--- src/rtl/bpsm_pkg.sv ---
package bpsm_pkg;

    localparam int SAMPLE_W = 16;
    localparam int SUM_W    = 44;
    localparam int CNT_W    = 17;
    localparam int Q_W      = 60;
    localparam int LOG_W    = 30;
    localparam int FRAC_W   = 24;

    localparam logic [SUM_W-1:0] SUM_MAX   = {SUM_W{1'b1}};
    localparam logic [29:0]      DB_K      = 30'd808071242;
    localparam logic [30:0]      PDB_OFF   = 31'd46 << FRAC_W;
    localparam logic [15:0]      DB_MIN    = 16'h8000;
    localparam logic [15:0]      DB_MAX    = 16'h7fff;
    localparam logic [15:0]      NOISE_RST = 16'd8;

    typedef struct packed {
        logic signed [SAMPLE_W-1:0] si;
        logic signed [SAMPLE_W-1:0] sq;
        logic                       meas;
        logic [SUM_W-1:0]           sum;
        logic [CNT_W-1:0]           cnt;
    } t_entry;

    typedef struct packed {
        logic signed [15:0] sample_out_i;
        logic signed [15:0] sample_out_q;
        logic               measure_valid;
        logic signed [15:0] power_db;
        logic signed [15:0] snr_db;
        logic               snr_invalid;
    } t_result;

    typedef enum logic [3:0] {
        ST_IDLE,
        ST_DIV,
        ST_LOGI,
        ST_NORM,
        ST_SQ_MUL,
        ST_SQ_CHK,
        ST_DB_MUL,
        ST_DB_RND,
        ST_DONE
    } t_state;

endpackage

--- src/rtl/bpsm_fifo.sv ---
module bpsm_fifo
    import bpsm_pkg::*;
(
    input  logic   i_clk,
    input  logic   i_rst_n,
    input  logic   i_push,
    input  t_entry i_data,
    output logic   o_full,
    input  logic   i_pop,
    output t_entry o_data,
    output logic   o_empty
);

    t_entry     r_mem [4];
    logic [1:0] r_wp, r_rp;
    logic [2:0] r_cnt;
    logic       do_push, do_pop;

    assign o_full  = r_cnt == 3'd4;
    assign o_empty = r_cnt == 3'd0;
    assign do_push = i_push && !o_full;
    assign do_pop  = i_pop && !o_empty;
    assign o_data  = r_mem[r_rp];

    always_ff @(posedge i_clk) begin
        if (do_push) begin
            r_mem[r_wp] <= i_data;
        end
    end

    always_ff @(posedge i_clk) begin
        if (!i_rst_n) begin
            r_wp  <= '0;
            r_rp  <= '0;
            r_cnt <= '0;
        end else begin
            if (do_push) r_wp <= r_wp + 2'd1;
            if (do_pop)  r_rp <= r_rp + 2'd1;
            r_cnt <= r_cnt + 3'(do_push) - 3'(do_pop);
        end
    end

endmodule

--- config.mk ---
export PLATFORM = sky130hd
export DESIGN_NAME = bpsm_fifo
export DESIGN_NICKNAME = d
export VERILOG_FILES = /design/src/rtl/bpsm_pkg.sv /design/src/rtl/bpsm_fifo.sv
export SDC_FILE = /design/constraint.sdc
export NUM_CORES = 1
export LEC_CHECK = 0
export BUFFER_PORTS_ARGS = -buffer_cell sky130_fd_sc_hd__buf_2
export CAP_MARGIN = 20
export CORE_MARGIN = 2
export CORE_UTILIZATION = 61
export CTS_BUF_LIST = sky130_fd_sc_hd__clkbuf_16
export CTS_CLUSTER_DIAMETER = 50
export DETAILED_ROUTE_END_ITERATION = 8
export GPL_TIMING_DRIVEN = 0
export PLACE_DENSITY = 0.84
export RECOVER_POWER = 50
export SKIP_LAST_GASP = 1
export SLEW_MARGIN = 20
export SYNTH_ARGS = -nofsm -noshare
export SYNTH_HDL_FRONTEND = slang
export SYNTH_SLANG_ARGS = --single-unit
--- constraint.sdc ---
create_clock -name i_clk -period 7.57 [get_ports i_clk]
set_clock_uncertainty 0.15 [all_clocks]
set_input_delay 0.3785 -clock i_clk [delete_from_list [all_inputs] [get_ports i_clk]]
set_output_delay 0.3785 -clock i_clk [all_outputs]
set_load 0.005 [all_outputs]
Word level (Yosys, flattened, before mapping)
Memories as Yosys holds them, arrays and structs flattened. A register that Yosys moved wholly into a read port is not among the register bits.
Index checks and enable logic that the tools add are counted.

word-level totals
  flip-flop bits (word level) = 7
  bits in writable memories = 376
  output and inout port bits = 96
  word-level logic and storage cells = 18
  memories = 1

memory list
  memory  words  bits a word  rd ports  clocked after Yosys merged registers in  write ports  RTL line         RTL
  r_mem   4      94           1         1                                        1            bpsm_fifo.sv:14  t_entry r_mem [4];

operators by class
  $add $sub $neg = 4
  eq/ne operators = 1
  muxes and demuxes = 4
  reductions and logical operators = 5

operators with widths
  kind                 count
  $add 2x1->2 const B  2
  $mux 2               2
  $add 3x1->3          1
  $eq 3x3->1 const B   1
  $logic_not 3->1      1
  $sub 3x1->3          1
  $logic_and 1x1->1    2
  $logic_not 1->1      2
  $mux 1               2

Depth between registers and ports, before layout
Gate-level depths: netlist (run 1).

  word-level depth = 5
  gate-level depth with buffers = 11
  gate-level depth less buffers = 10

Least setup slack after synthesis (run 1)
Ideal clock, no wire load.

  path type = register to register
  start = reg r_cnt[2]
  end = mem r_mem[0][0] (netlist bit) (enable)
  setup time = 0.463 ns
  data arrival time = 3.012 ns
  required time = 6.957 ns
  setup slack = 3.945 ns
  cell stages (with the launch flop) = 5
  path buffers = 1
  period minus slack after synthesis = 3.625 ns
  cells stage by stage = dfxtp_1 > nor3b_1 > nor2b_1 > clkbuf_1 > and2_1

between the ends
  cells in the longest elaborated chain, start to end = 5

ends and longest elaborated chain
  what                          RTL line         RTL
  start: declaration            bpsm_fifo.sv:16  logic [2:0] r_cnt;
  start signal: assignment      bpsm_fifo.sv:39  r_cnt <= r_cnt + 3'(do_push) - 3'(do_pop);
  $eq 3x3->1                    bpsm_fifo.sv:19  assign o_full = r_cnt == 3'd4;
  net o_full                    bpsm_fifo.sv:8   output logic o_full,
  $logic_not 1->1               bpsm_fifo.sv:21  assign do_push = i_push && !o_full;
  $logic_and 1x1->1             bpsm_fifo.sv:21
  $mux 1                        bpsm_fifo.sv:26  if (do_push) begin
  $mux 1 (not written as such)  bpsm_fifo.sv:27  r_mem[r_wp] <= i_data;
  end: declaration              bpsm_fifo.sv:14

The timed path passes the listed nets, and every way through them passes these cells.

Worst setup path after layout (run 1)
  start = reg r_cnt[2]
  end = mem r_mem[0][14] (netlist bit) (enable)

between the ends
  cells in the longest elaborated chain, start to end = 5

ends and longest elaborated chain
  what                          RTL line
  $eq 3x3->1                    bpsm_fifo.sv:19
  $logic_not 1->1               bpsm_fifo.sv:21
  $logic_and 1x1->1             bpsm_fifo.sv:21
  $mux 1                        bpsm_fifo.sv:26
  $mux 1 (not written as such)  bpsm_fifo.sv:27

No other way between the ends.

==> qor.yml, run 1 <==
synth:
  yosys_warnings: 0
  synth-xor-area-share: 0.00124
  async_flop_share: 0
  seq_area_frac_synth: 0.813
  netlist_area_sq_um: 14100
  syn-num-nets: 647
  synth_cell_type_count: 23
  synthAdderAreaFrac: 0.00674
  syn_area_per_cell_sq_um: 26.0
  synth_edf_count: 376
  synthCells: 542
  yosys_most_used_dff: "edfxtp_1"
  yosys_register_bits: 385
  yosys.area_share.simple: 0.00772
  synth_top_family_by_area: "multiplexers"
  synth-compound-area-share: 0.00160
  synthMuxAreaShare: 0.152
power_and_ir_drop:
  p_total_mw: 5.69
  p_switching_mw: 1.38
  power.leakage_nw: 5.84
  powerDensity_nw_per_um2: 323
  intPower_mw: 4.31
  power.share.combinational: 0.204
  p_sw_frac: 0.242
  seq_power_share: 0.465
  clockPowerShare: 0.331
  vdd_drop_max_mv: 0.280
layout:
  design_area_sq_um: 17600
  multiInputGateArea_sq_um: 2390
  drive_above_1_share: 0.306
  stdcell_count: 1188
  fillers: 1164
  seq_area_sq_um: 11500
  nets: 978
  area_delta_synth_final_pct: 25.1
die:
  rows: 55
  io_pins: 194
  coreArea_sq_um: 22600
  initial_core_util: 0.623
  die-area_sq_um: 24400
  die_h_microns: 156
  fp.dieW_microns: 156
global_routing:
  grt_overflow_total: 0
  antenna_found_initial: 1
  grt_max_degree: 49
  grt_pass1_wl_microns: 42000
  track_usage: 0.231
  grt_pass1_vias: 7528
place:
  gp_congestion: 0.733
  dpl.cell_count: 1024
  dpl_cell_area_sq_um: 15600
  dp_hpwl_microns: 15900
  numPortBuffers: 192
cts:
  clkTransAtPathRegs_ns: 0.06
  post_cts_buffers: 0
  cts_sinks: 385
  cts_hold_buf: 94
  clockBufferDepth: 3
  cts_buffers: 38
  cts_max_level: 2
  clock_latency_ns: 0.51
  cts-root-buf: "clkbuf_16"
  cts_resized: 0
  cts_tree: "yes"
drt:
  avgViaCountPerCell: 5.81
  drtIter0Drc: 393
  first_pass_iters: 5
  ant_nets: 0
  drc_errors: 0
  routedWlPerCell_microns: 23.2
  wl_microns: 27500
  via_count: 6905
run_status:
  violations: "capacitance limit, slew limit"
  status: "complete, but fails checks"
sta:
  rsz0062_at_grt: "no"
  hold_viol: 0
  whs_ns: 0.0581
  drv_slew: 39
  max_freq_ghz: 0.231
  tns_ns: 0
  final-setup-viol-count: 0
  min_period_ns: 4.33
  final.period_utilization: 0.573
  worst_pin_slew_ns: 2.57
  slew_headroom: -0.712
critical_path:
  crit_path_max_fanout: 46
  crit_type: "reg -> reg"
  end_kind: "flop"
  arrival_ns: 4.37
  worstSetupStartpointType: "flop"
  cp.required_ns: 7.60
worst_hold_path:
  hold_path.class: "in -> reg"
run:
  cap_viol_max_count: 1
flip-flops by register name, summed over array words and instances, names as in the netlist, named ones only:
register and cells:
r_rp 2, r_mem 376, r_wp 2, r_cnt 3
critical path, stage by stage (launching register included):
cell and delay, ns:
dfxtp_1 0.33, nor3b_1 0.16, nor2b_1 0.11, clkbuf_1 0.32, and2_0 0.68, clkbuf_1 1.88, buf_16 0.33
metrics by stage:
stage	worst slack, ns	util
finish	3.24	0.779
global route	2.89	0.779
CTS	4.85	0.785
detailed placement	4.87	0.688
global placement	2.45	0.681
floorplan	3.95	-
cells in the mapped netlist, types with 2 or more instances:
cell type,n,area (sq um)
dfxtp_1,9,180
edfxtp_1,376,11300
buf_4,3,22.5
buf_12,7,140
o21ai_0,3,15.0
buf_2,8,40.0
nand2_1,6,22.5
and2_1,7,43.8
ha_1,6,75.1
mux4_2,94,2120
xnor2_1,2,17.5
mux2i_1,2,20.0
nor2b_1,2,12.5
inv_1,6,22.5
buf_1,3,11.3
layer usage:
layer / track usage / wire (microns) / part of all wire
met1: 0.292 / 10300 / 0.38
met5: 0 / 0 / 0
met4: 0.0738 / 684 / 0.025
met3: 0.0569 / 2070 / 0.075
met2: 0.400 / 14400 / 0.52
path summary, 6_finish.rpt:
check,slack [ns],startpoint,cells after the start,endpoint
worst max-delay path,3.24,r_cnt[2]$_SDFF_PN0_,6,r_mem[0][14]$_DFFE_PP_
worst min-delay path,0.06,i_rst_n,3,r_wp[1]$_SDFFE_PN0P_
worst max register to register,3.24,r_cnt[2]$_SDFF_PN0_,6,r_mem[0][14]$_DFFE_PP_
worst min register to register,0.36,r_wp[1]$_SDFFE_PN0P_,2,r_wp[1]$_SDFFE_PN0P_
cells in the final DEF, fill, tap and decap left out, types with 4 or more instances in the layout:
master,instances
edfxtp_1,376
buf_2,104
clkbuf_1,98
mux4_2,94
dlygate4sd3_1,94
clkbuf_16,41
dfxtp_1,9
clkinv_2,9
inv_1,8
buf_12,7
clkinv_1,7
nand2_1,6
ha_1,6
bufinv_16,4
clkinvlp_4,4
buf_16,4
final cells by class:
type,instances,area share
inverters,6,0.00128
flip-flops and latches,385,0.650
repair buffers,291,0.107
clock inverters,28,0.0140
multi-input cells,128,0.135
diodes,1,0.000142
well taps,285,0.0202
plain buffers,23,0.0130
clock buffers,41,0.0582
power groups by stage:
stage	logic, mW	registers (mW)	clock network [mW]
after floorplan	0.700	2.68	0
after global placement	1.08	2.70	0
after detailed placement	1.14	2.68	0
after CTS	1.19	2.64	1.91
after global routing	1.25	2.66	1.99
final	1.16	2.65	1.88
cell families after synthesis:
| kind of cell | count (synthesis) |
|---|---|
| flip-flops | 385 |
| multiplexers | 96 |
| buffers and inverters | 29 |
| AND/OR/NAND/NOR | 19 |
| adder cells (fa/ha/maj) | 7 |
| AO/OA/AOI/OAI | 4 |
| XOR/XNOR | 2 |
Power figures use the tool's default switching activity.
==> inputs of run 2 (changes only) <==
- CORE_UTILIZATION: 61 -> 57
- PLACE_DENSITY: 0.84 -> 0.79
- clock period: 7.57 -> 4 ns (I/O delays scaled with it)
==> qor.yml, run 2 (synthesized netlist as in run 1, its figures left out) <==
run_status:
  status: "complete, but fails checks"
  violations: "capacitance limit, slew limit"
die:
  io_pins: 194  # unchanged
  die_h_microns: 161  # +3.4%
  rows: 57  # +3.6%
  die-area_sq_um: 26000  # +6.8%
  initial_core_util: 0.580  # -0.0430
  fp.dieW_microns: 161  # +3.4%
  coreArea_sq_um: 24300  # +7.4%
layout:
  final_cell_mix: "376 x edfxtp_1, 105 x buf_2, 96 x clkbuf_1, 96 x dlygate4sd3_1, 94 x mux4_2"
  nets: 983  # +0.51%
  largest-register: "r_mem"
  design_area_sq_um: 17700  # +0.45%
  stdcell_count: 1232  # +3.7%
  largest_reg_flops: 376  # unchanged
  reg_top3: "r_mem x376, r_cnt x3"
  layout_commonest_cell: "edfxtp_1"
  fillers: 1424  # +22%
  area_delta_synth_final_pct: 25.6
  drive_above_1_share: 0.308  # +0.00162
global_routing:
  antenna_found_initial: 1  # unchanged
  track_usage: 0.218  # -0.0123
  grt_max_degree: 49  # unchanged
  grt_pass1_vias: 7542  # +0.19%
  grt_pass1_wl_microns: 42400  # +1.0%
  grt_overflow_total: 0  # unchanged
place:
  dpl.cell_count: 1065  # +4.0%
  dpl_cell_area_sq_um: 15700  # +0.67%
  gp_congestion: 0.722  # -1.5%
  dp_hpwl_microns: 16300  # +2.4%
  numPortBuffers: 192  # unchanged
  post-place-ws_ns: 1.40  # -3.47 ns
sta:
  final.period_utilization: 0.744  # +0.171
  setup_ws_ns: 1.02  # -2.21 ns
  max_freq_ghz: 0.336  # +46%
  min_period_ns: 2.98  # -1.36 ns
  final-setup-viol-count: 0  # unchanged
  drv_slew: 15  # -62%
  hold_viol: 0  # unchanged
  slew_headroom: -0.00124  # +0.711
  rsz0062_at_grt: "no"
  worst_pin_slew_ns: 1.50  # -1.07 ns
cts:
  cts_max_level: 2  # unchanged
  cts-root-buf: "clkbuf_16"
  clock_latency_ns: 0.51  # about the same
  cts_sinks: 385  # unchanged
  cts_resized: 0  # unchanged
  clkTransAtPathRegs_ns: 0.06  # about the same
  clockBufferDepth: 3  # unchanged
  cts_buffers: 39  # +2.6%
  cts_tree: "yes"
critical_path:
  cp.required_ns: 4.03  # -3.57 ns
  crit_type: "reg -> reg"
  worstSetupStartpointType: "flop"
  path_cells: "nor3b_1, nor2b_1, clkbuf_1, and2_2, clkbuf_2, buf_16"
  slowest_stage: "clkbuf_2"
  arrival_ns: 3.00  # -1.37 ns
  slowest_delay_ns: 1.02  # -0.86 ns
  crit_path_max_fanout: 48  # +4.3%
  end_kind: "flop"
drt:
  via_count: 6899  # -0.087%
  avgViaCountPerCell: 5.60  # -3.7%
  ant_nets: 0  # unchanged
  drtIter0Drc: 624  # +59%
  first_pass_iters: 4  # -1
  routedWlPerCell_microns: 22.5  # -3.0%
  drc_errors: 0  # unchanged
  wl_microns: 27700  # +0.64%
power_and_ir_drop:
  p_total_mw: 10.6  # +87%
  vdd_drop_max_mv: 0.386  # +38%
  powerDensity_nw_per_um2: 599  # +86%
  power.leakage_nw: 5.86  # +0.40%
run:
  cap_viol_max_count: 2  # +1
worst_hold_path:
  hold_path.class: "in -> reg"
[run 2: cell types whose count changed in the layout (fill, tap and decap cells not counted), moves of 2 or more]
cell | before | now
inv_1 | 8 | 10
bufinv_16 | 4 | 2
buf_16 | 4 | 6
clkbuf_1 | 98 | 96
and2_4 | 3 | 1
clkinv_4 | 1 | 3
dlygate4sd3_1 | 94 | 96
[run 2: path summary, 6_finish.rpt]
kind | start | end | slack, ns | cells after the start
worst max-delay path | r_cnt[2]$_SDFF_PN0_ | r_mem[1][67]$_DFFE_PP_ | 1.02 | 6
worst min-delay path | i_push | r_wp[0]$_SDFFE_PN0P_ | 0.13 | 4
worst max register to register | r_cnt[2]$_SDFF_PN0_ | r_mem[1][67]$_DFFE_PP_ | 1.02 | 6
worst min register to register | r_rp[0]$_SDFFE_PN0P_ | flop | 0.37 | 2
[run 2: cell type report]
cell class,instances,area [sq um],area share
multi-input cells,128,2380,0.135
clock buffers,41,1030,0.0579
flip-flops and latches,385,11500,0.647
inverters,6,22.5,0.00127
plain buffers,23,229,0.0129
well taps,324,405,0.0229
repair buffers,295,1970,0.111
clock inverters,29,204,0.0115
diodes,1,2.50,0.000141
[run 2: routing by layer]
| layer | GRT usage | up-vias | part of all wire |
|---|---|---|---|
| met2 | 0.390 | 309 | 0.53 |
| met5 | 0 | - | 0 |
| li1 | - | 2996 | - |
| met1 | 0.278 | 3546 | 0.38 |
| met4 | 0.0597 | 0 | 0.018 |
| met3 | 0.0406 | 48 | 0.068 |
[run 2: per-stage QoR]
stage	util	hold slack, ns	setup TNS [ns]
2_1_floorplan	-	0.149	0
3_3_place_gp	0.636	0.258	-435.73
3_5_place_dp	0.644	0.267	0
4_1_cts	0.735	0.130	0
5_1_grt	0.729	0.143	0
6_report	0.729	0.134	0
[run 2: worst max-delay path: cells and delay by family (launching register included)]
kind          cells  cell delay [ns]
buf+inv           3             1.66
flops             1             0.33
simple gates      3             0.47
[run 2: timing repair]
action / CTS / global route
hold buffers: 96 / 0
endpoints found under the hold margin: 385 / 0
setup buffers: 0 / 0
[run 2: power by group]
part | total (mW) | switching (mW) | internal [mW] | leakage [nW]
sequential | 5.01 | 0.115 | 4.89 | 3.52
combinational | 2.20 | 1.04 | 1.16 | 1.73
clock | 3.41 | 1.42 | 1.99 | 0.616
total | 10.6 | 2.58 | 8.04 | 5.86
