<file path="src/rtl/bpsm_pkg.sv">
package bpsm_pkg;

    localparam int SAMPLE_W = 16;
    localparam int SUM_W    = 44;
    localparam int CNT_W    = 17;
    localparam int Q_W      = 60;
    localparam int LOG_W    = 30;
    localparam int FRAC_W   = 24;

    localparam logic [SUM_W-1:0] SUM_MAX   = {SUM_W{1'b1}};
    localparam logic [29:0]      DB_K      = 30'd808071242;
    localparam logic [30:0]      PDB_OFF   = 31'd46 << FRAC_W;
    localparam logic [15:0]      DB_MIN    = 16'h8000;
    localparam logic [15:0]      DB_MAX    = 16'h7fff;
    localparam logic [15:0]      NOISE_RST = 16'd8;

    typedef struct packed {
        logic signed [SAMPLE_W-1:0] si;
        logic signed [SAMPLE_W-1:0] sq;
        logic                       meas;
        logic [SUM_W-1:0]           sum;
        logic [CNT_W-1:0]           cnt;
    } t_entry;

    typedef struct packed {
        logic signed [15:0] sample_out_i;
        logic signed [15:0] sample_out_q;
        logic               measure_valid;
        logic signed [15:0] power_db;
        logic signed [15:0] snr_db;
        logic               snr_invalid;
    } t_result;

    typedef enum logic [3:0] {
        ST_IDLE,
        ST_DIV,
        ST_LOGI,
        ST_NORM,
        ST_SQ_MUL,
        ST_SQ_CHK,
        ST_DB_MUL,
        ST_DB_RND,
        ST_DONE
    } t_state;

endpackage

</file>
<file path="src/rtl/bpsm_back.sv">
module bpsm_back
    import bpsm_pkg::*;
(
    input  logic        i_clk,
    input  logic        i_rst_n,
    input  t_entry      i_entry,
    input  logic        i_empty,
    output logic        o_pop,
    input  logic [15:0] i_noise,
    output t_result     o_result,
    output logic        o_empty,
    input  logic        i_pop
);

    t_state              r_state, n_state;
    t_entry              r_ent;
    logic [CNT_W:0]      r_rem;
    logic [Q_W-1:0]      r_quo;
    logic [5:0]          r_bit;
    logic [Q_W-1:0]      r_x;
    logic [5:0]          r_e;
    logic [30:0]         r_m;
    logic [61:0]         r_prod;
    logic [FRAC_W-1:0]   r_frac;
    logic [4:0]          r_step;
    logic [1:0]          r_sel;
    logic [LOG_W-1:0]    r_log [3];
    logic                r_dsel;
    logic [60:0]         r_dprod;
    logic                r_neg;
    logic [15:0]         r_pdb, r_sdb;
    t_result             r_out;
    logic                r_full;

    logic                slot_free;
    logic                load_pass, load_meas;
    logic [CNT_W:0]      trial;
    logic [31:0]         noise_q;
    logic [Q_W-1:0]      log_in;
    logic [31:0]         sq;
    logic [30:0]         m_next;
    logic [FRAC_W-1:0]   frac_next;
    logic signed [30:0]  d;
    logic [30:0]         mag;
    logic [60:0]         rnd;
    logic [16:0]         r_db;
    logic [15:0]         db_val;
    logic                q_zero, q_low, n_zero;

    assign slot_free = !r_full || i_pop;
    assign o_result  = r_out;
    assign o_empty   = !r_full;
    assign noise_q   = {i_noise, 16'd0};
    assign q_zero    = r_quo == '0;
    assign q_low     = r_quo <= Q_W'(noise_q);
    assign n_zero    = i_noise == 16'd0;

    always_comb begin
        trial = {r_rem[CNT_W-1:0], r_quo[Q_W-1]};
        case (r_sel)
            2'd0:    log_in = r_quo;
            2'd1:    log_in = r_quo - Q_W'(noise_q);
            default: log_in = Q_W'(noise_q);
        endcase
        if (log_in == '0) log_in = Q_W'(1);
        sq = r_prod[61:30];
        if (sq[31]) begin
            m_next    = sq[31:1];
            frac_next = {r_frac[FRAC_W-2:0], 1'b1};
        end else begin
            m_next    = sq[30:0];
            frac_next = {r_frac[FRAC_W-2:0], 1'b0};
        end
        if (!r_dsel) d = $signed({1'b0, r_log[0]}) - $signed(PDB_OFF);
        else         d = $signed({1'b0, r_log[1]}) - $signed({1'b0, r_log[2]});
        mag  = d[30] ? 31'(-d) : 31'(d);
        rnd  = r_dprod + (61'd1 << 43);
        r_db = rnd[60:44];
        if (r_neg) db_val = (r_db > 17'd32768) ? DB_MIN : 16'(17'd0 - r_db);
        else       db_val = (r_db > 17'd32767) ? DB_MAX : r_db[15:0];
    end

    always_comb begin
        n_state   = r_state;
        o_pop     = 1'b0;
        load_pass = 1'b0;
        load_meas = 1'b0;
        unique case (r_state)
            ST_IDLE: begin
                if (!i_empty) begin
                    if (i_entry.meas) begin
                        o_pop   = 1'b1;
                        n_state = ST_DIV;
                    end else if (slot_free) begin
                        o_pop     = 1'b1;
                        load_pass = 1'b1;
                    end
                end
            end
            ST_DIV:    if (r_bit == 6'(Q_W - 1)) n_state = ST_LOGI;
            ST_LOGI:   n_state = ST_NORM;
            ST_NORM:   if (r_x[Q_W-1]) n_state = ST_SQ_MUL;
            ST_SQ_MUL: n_state = ST_SQ_CHK;
            ST_SQ_CHK: begin
                if (r_step == 5'(FRAC_W - 1))
                    n_state = (r_sel == 2'd2) ? ST_DB_MUL : ST_LOGI;
                else
                    n_state = ST_SQ_MUL;
            end
            ST_DB_MUL: n_state = ST_DB_RND;
            ST_DB_RND: n_state = r_dsel ? ST_DONE : ST_DB_MUL;
            ST_DONE: begin
                if (slot_free) begin
                    load_meas = 1'b1;
                    n_state   = ST_IDLE;
                end
            end
            default:   n_state = ST_IDLE;
        endcase
    end

    always_ff @(posedge i_clk) begin
        if (!i_rst_n) begin
            r_state <= ST_IDLE;
            r_full  <= 1'b0;
        end else begin
            r_state <= n_state;
            if (load_pass || load_meas) r_full <= 1'b1;
            else if (i_pop)             r_full <= 1'b0;
        end
    end

    always_ff @(posedge i_clk) begin
        case (r_state)
            ST_IDLE: begin
                r_ent <= i_entry;
                r_rem <= '0;
                r_quo <= {i_entry.sum, 16'd0};
                r_bit <= '0;
                r_sel <= 2'd0;
            end
            // restoring division, one quotient bit a cycle
            ST_DIV: begin
                r_bit <= r_bit + 6'd1;
                if (trial >= {1'b0, r_ent.cnt}) begin
                    r_rem <= trial - {1'b0, r_ent.cnt};
                    r_quo <= {r_quo[Q_W-2:0], 1'b1};
                end else begin
                    r_rem <= trial;
                    r_quo <= {r_quo[Q_W-2:0], 1'b0};
                end
            end
            ST_LOGI: begin
                r_x <= log_in;
                r_e <= 6'(Q_W - 1);
            end
            ST_NORM: begin
                if (r_x[Q_W-1]) begin
                    r_m    <= r_x[Q_W-1:Q_W-31];
                    r_step <= '0;
                    r_frac <= '0;
                end else begin
                    r_x <= {r_x[Q_W-2:0], 1'b0};
                    r_e <= r_e - 6'd1;
                end
            end
            ST_SQ_MUL: r_prod <= r_m * r_m;
            ST_SQ_CHK: begin
                r_m    <= m_next;
                r_frac <= frac_next;
                r_step <= r_step + 5'd1;
                if (r_step == 5'(FRAC_W - 1)) begin
                    r_log[r_sel] <= {r_e, frac_next};
                    r_sel        <= r_sel + 2'd1;
                    r_dsel       <= 1'b0;
                end
            end
            ST_DB_MUL: begin
                r_dprod <= mag * DB_K;
                r_neg   <= d[30];
            end
            ST_DB_RND: begin
                if (r_dsel) r_sdb <= db_val;
                else        r_pdb <= db_val;
                r_dsel <= 1'b1;
            end
            default: ;
        endcase

        if (load_pass) begin
            r_out.sample_out_i  <= i_entry.si;
            r_out.sample_out_q  <= i_entry.sq;
            r_out.measure_valid <= 1'b0;
            r_out.power_db      <= '0;
            r_out.snr_db        <= '0;
            r_out.snr_invalid   <= 1'b0;
        end else if (load_meas) begin
            r_out.sample_out_i  <= r_ent.si;
            r_out.sample_out_q  <= r_ent.sq;
            r_out.measure_valid <= 1'b1;
            r_out.power_db      <= q_zero ? DB_MIN : r_pdb;
            if (q_low) begin
                r_out.snr_db      <= DB_MIN;
                r_out.snr_invalid <= 1'b1;
            end else begin
                r_out.snr_db      <= n_zero ? DB_MAX : r_sdb;
                r_out.snr_invalid <= 1'b0;
            end
        end
    end

endmodule

</file>
<file path="config.mk">
export PLATFORM = sky130hd
export DESIGN_NAME = bpsm_back
export DESIGN_NICKNAME = d
export VERILOG_FILES = /design/src/rtl/bpsm_pkg.sv /design/src/rtl/bpsm_back.sv
export SDC_FILE = /design/constraint.sdc
export NUM_CORES = 2
export LEC_CHECK = 0
export BUFFER_PORTS_ARGS = -buffer_cell sky130_fd_sc_hd__buf_2
export CAP_MARGIN = 40
export CORE_MARGIN = 1
export CORE_UTILIZATION = 35
export CTS_CLUSTER_DIAMETER = 30
export DETAILED_ROUTE_END_ITERATION = 6
export PLACE_DENSITY = 0.57
export SYNTH_ARGS = -nofsm -noshare
export SYNTH_HDL_FRONTEND = slang
export SYNTH_SLANG_ARGS = --single-unit
</file>
<file path="constraint.sdc">
create_clock -name i_clk -period 11.78 [get_ports i_clk]
set_input_delay 3.534 -clock i_clk [delete_from_list [all_inputs] [get_ports i_clk]]
set_output_delay 3.534 -clock i_clk [all_outputs]
set_load 0.005 [all_outputs]
</file>
**After elaboration in Yosys (flattened, before gate mapping)**

Memories as Yosys holds them, arrays and structs flattened.
Index checks and enable logic that the tools add are counted.

- Add/sub/neg operators: 11
- Multipliers: 2
- Order comparisons: 4
- Equal/unequal tests: 19
- Mux-type cells: 55
- Bitwise logic cells: 1
- Reduce and logical (&&, ||, !) cells: 22

Operator list:

| operator | count |
|---|---|
| 60-bit one-hot mux with 2 select lines | 3 |
| 66-bit two-way mux | 2 |
| 31-bit two-way mux | 4 |
| 60-bit zero test | 2 |
| 60-bit two-way mux | 2 |
| 16-bit two-way mux | 5 |
| 31-bit by 31-bit multiplier with 62-bit output | 1 |
| 31-bit one-hot mux with 2 select lines | 1 |
| 61-bit by 44-bit adder with 61-bit output, second input constant | 1 |
| 60-bit by 32-bit less-or-equal comparator with 1-bit output | 1 |
| 31-bit by 29-bit multiplier with 60-bit output, second input constant | 1 |
| 60-bit by 32-bit subtractor with 60-bit output | 1 |
| 23-bit one-hot mux with 2 select lines | 1 |
| 4-bit one-hot mux with 9 select lines | 1 |
| 17-bit two-way mux | 2 |
| 17-bit one-hot mux with 2 select lines | 1 |
| 31-bit negator | 1 |
| 30-bit by 30-bit subtractor with 31-bit output | 1 |
| 30-bit by 30-bit subtractor with 31-bit output, second input constant | 1 |
| 4-bit two-way mux | 6 |
| 6-bit one-hot mux with 2 select lines | 2 |
| 23-bit two-way mux | 1 |
| 18-bit by 17-bit greater-or-equal comparator with 1-bit output | 1 |
| 17-bit by 15-bit > comparator with 1-bit output, second input constant | 1 |
| 33 further kinds | 71 |

- Register bits: 486
- RAM bits: 90
- Bits of input ports: 114
- Output and inout port bits: 68
- Memories: 1

Memories:

| memory | words | width | rd ports | clocked after Yosys merged registers in | wr ports | RTL line | RTL |
|---|---|---|---|---|---|---|---|
| r_log | 3 | 30 | 3 | 0 | 1 | bpsm_back.sv:27 | `logic [LOG_W-1:0] r_log [3];` |

**Depth between registers and ports, before layout**

- Depth after elaboration: 8
- Gate-level depth with buffers: 42
- Mapped depth without buffers: 41

**Worst setup path before layout**

Ideal clock, no wire load.

- Path kind: reg2reg
- From: memory r_log[1][0]
- To: register r_dprod[58] (data pin)
- Setup time: 0.258 ns
- Data arrival time: 9.299 ns
- Data required time: 11.522 ns
- Slack: 2.224 ns
- Stages on the path, launching flop included: 38
- Cell sequence: edfxtp_1 -> inv_1 -> ha_1 -> inv_1 -> fa_1 -> a211oi_1 -> o21ai_1 -> a22o_1 -> o21a_1 -> or3_1 -> a31oi_1 -> nand2b_1 -> or3b_1 -> nor3_1 -> a21oi_1 -> xnor2_1 -> ha_1 -> ha_1 -> [2 not listed] -> inv_1 -> fa_1 -> inv_1 -> fa_1 -> fa_1 -> ha_1 -> ha_1 -> a21o_1 -> a21oi_1 -> nor2b_1 -> a311o_1 -> nor2_1 -> a211oi_1 -> o21ai_0 -> o22ai_1 -> o21ai_0 -> nor2b_1 -> xnor2_1

RTL lines:

| item | RTL line | RTL |
|---|---|---|
| from (decl) | bpsm_back.sv:27 |  |
| to (signal assigned) | bpsm_back.sv:179 | `r_dprod <= mag * DB_K;` |
| to (decl) | bpsm_back.sv:29 | `logic [60:0] r_dprod;` |

==> metrics.md <==
| Metric | Value |
|---|---|
| Status | completed |
| Worst min-delay path class | flip-flop to flip-flop |
| H-tree Lvls | 3 |
| Core Footprint | 176000 um^2 |
| Endpoints failing setup | 0 |
| Async set-reset flop share out of synthesis | 0% |
| Antenna violations before repair | 19 |
| # port buffers | 181 |
| Slowest stage cell, crit path | xor2_1 |
| Synth-to-Final Area Change | 11.9% |
| Post-synthesis cell type count | 86 |
| Post-synth top flop | edfxtp_1 |
| TritonCTS clock tree | yes |
| CTS Hold Buffers Added | 0 |
| Required time worst endpoint | 12210 ps |
| Num Clock Sinks | 504 |
| Layout cells sized above 1 | 7.96% |
| Drt initial violations | 2307 |
| Cells resized by post-CTS repair | 0 |
| Synth Register Bits | 504 |
| Fmax | 91.1 MHz |
| Yosys warnings | 0 |
| Crit path capture type | flip-flop |
| RSZ-0062 raised after global routing | no |
| Most frequent cells in the layout | inv_1 (1331), fa_1 (937), ha_1 (665) |
| Arrival time worst endpoint | 11410 ps |
| Area of the die | 179000 um^2 |
| Final Wtd Congestion | 0.904 |
| Tcrit/Tclk final | 93.2% |
| Chip Height | 423 um |
| Syn avg cell area | 10.1 um^2 |
| CTS Buf Count | 96 |
| Final Hold Viols | 0 |
| Largest net degree at the start of global routing | 77 |
| FILL cells | 17338 |
| Via density | 4.93 |
| Gr usage total | 17.9% |
| Max-slew violation count | 0 |
| Multi-input logic area | 41600 um^2 |
| Relative slew margins | 36.1% |
| DRT antenna net count | 0 |
| Min cycle time layout | 10980 ps |
| Slew @ Worst Pin | 952 ps |
| Slowest Stage Delay on Critical Path | 710 ps |
| Post-DP HPWL | 124 mm |
| Post-CTS Setup Inserts | 0 |
| Syn_nets | 7878 |
| Nets | 8054 |
| First drt pass iteration count | 7 |
| Sequential area share after synthesis | 23.8% |
| Initial Util | 35.2% |
| Boundary pin count | 182 |
| Chip Width | 423 um |
| Wire per inst | 18.0 um |
| Clk_skew | 69.4 ps |
| CP dominant cell by count | fa_1 |
| CP Launch Type | flip-flop |
| Number of enable flip-flop cells after synthesis | 465 |
| Max Fanout on Critical Path | 23 |
| Max clock buf depth | 3 |
| Synth Instances | 6161 |
| Final TNS setup | 0 ps |
| Worst-skew pair later-pin latency | 680 ps |
| Routed wire length | 158 mm |
| Vias in the first global route | 45964 |
| First-pass GRT wire length | 255 mm |
| Via count | 43186 |
| Cell area after synthesis | 62100 um^2 |
| FP Rows | 154 |
| Worst-path clk slew | 50 ps |
| Critical path class | flip-flop to flip-flop |
| DRC | 0 |
| Global route overflow | 0 |
| Root buf cell | clkbuf_16 |
| Register area | 14700 um^2 |
| Max Cap Viol | 0 |
| Commonest non-fill, non-tap cell in the layout | inv_1 |
final timing paths:
check                                 start     endpoint  cells after the start  slack [ps]
worst max-delay path            r_log[1][0]  r_dprod[58]                     37         800
worst min-delay path            o_result[3]  o_result[3]                      2         450
worst max register to register  r_log[1][0]  r_dprod[58]                     37         800
worst min register to register  o_result[3]  o_result[3]                      2         450
cell usage after synthesis (12+ instances only):
| cell | instances | area, um^2 |
|---|---|---|
| and2_1 | 208 | 1300 |
| clkbuf_1 | 191 | 717 |
| or3_1 | 30 | 188 |
| inv_1 | 1333 | 5000 |
| o21a_1 | 31 | 233 |
| mux2i_1 | 52 | 521 |
| a211oi_1 | 31 | 233 |
| nor2b_1 | 36 | 225 |
| a22oi_1 | 18 | 135 |
| nand4_1 | 37 | 231 |
| and3_1 | 40 | 250 |
| nand2b_1 | 28 | 175 |
| nand3_1 | 86 | 430 |
| nand3b_1 | 48 | 360 |
| a21o_1 | 63 | 473 |
| o21ai_0 | 178 | 891 |
| nor3_1 | 70 | 350 |
| or2_2 | 13 | 81.3 |
| edfxtp_1 | 465 | 14000 |
| nand2_1 | 578 | 2170 |
| a22o_1 | 49 | 429 |
| nor2_1 | 280 | 1050 |
| nor4_1 | 34 | 213 |
| xnor2_1 | 108 | 946 |
| xor2_1 | 69 | 604 |
| a31oi_1 | 31 | 194 |
| fa_1 | 937 | 18800 |
| o211ai_1 | 17 | 128 |
| dfxtp_1 | 39 | 781 |
| ha_1 | 666 | 8330 |
| a21oi_1 | 181 | 906 |
| o31ai_1 | 12 | 90.1 |
state kept, by name, indices dropped and copies added, names as in the netlist:
name,count
r_log,90
o_result,66
r_quo,60
r_x,60
r_ent,49
r_prod,32
r_m,31
r_frac,23
r_dprod,18
r_rem,17
r_pdb,16
r_sdb,16
r_bit,6
r_e,6
r_step,5
r_state,4
r_sel,2
r_dsel,1
r_full,1
r_neg,1
per-stage QoR:
stage / util (%) / instance area, um^2 / worst slack [ps] / cells / hold slack [ps]
after floorplan: - / 62100 / 2220 / 6161 / 436
after global placement: 37.4 / 65900 / 655 / 8575 / 437
after detailed placement: 37.5 / 66000 / 582 / 8579 / 437
after CTS: 39.4 / 69500 / 541 / 8757 / 450
after global routing: 39.5 / 69500 / 176 / 8760 / 479
final: 39.5 / 69500 / 802 / 8762 / 446
metal layers:
layer  wire [um]  track usage, %  vias up  share of wire, %
met5         108               0        -             0.068
met4        3110            3.74       18               2.0
met3        7470            2.33      229               4.7
met2       75900            30.1      986                48
met1       71100            24.5    21683                45
li1            -               -    20270                 -
area by class of cell:
cell class,instances,share of cell area (%)
multi-input cells,4110,59.9
inverters,1344,7.27
diodes,5,0.0180
clock buffers,102,3.49
well taps,2340,4.21
flip-flops and latches,504,21.2
clock inverters,76,1.44
repair buffers,281,2.47
worst max-delay path: cells and delay by family (launching register included):
kind / cells / cell delay [ps]
xor gates and xnor gates: 2 / 840
and+or+nand+nor: 4 / 510
DFF: 1 / 360
buffers and inverters: 7 / 930
adders and majority gates: 11 / 4590
AOI/OAI and AO/OA: 13 / 3540
logic make-up (layout without fill, tap and decap cells):
logic type / count (synthesis) / in the layout / share of synthesized area [%]
xor gates and xnor gates: 179 / 179 / 2.55
muxes: 55 / 55 / 0.893
AOI/OAI and AO/OA: 739 / 739 / 7.81
other: 0 / 5 / 0
buffers and inverters: 1547 / 1803 / 9.37
DFF: 504 / 504 / 23.8
and+or+nand+nor: 1534 / 1534 / 12.0
adders and majority gates: 1603 / 1603 / 43.6
Power is not shown: default switching activity piles up to over one toggle a cycle in this logic, so the estimate is an artifact.
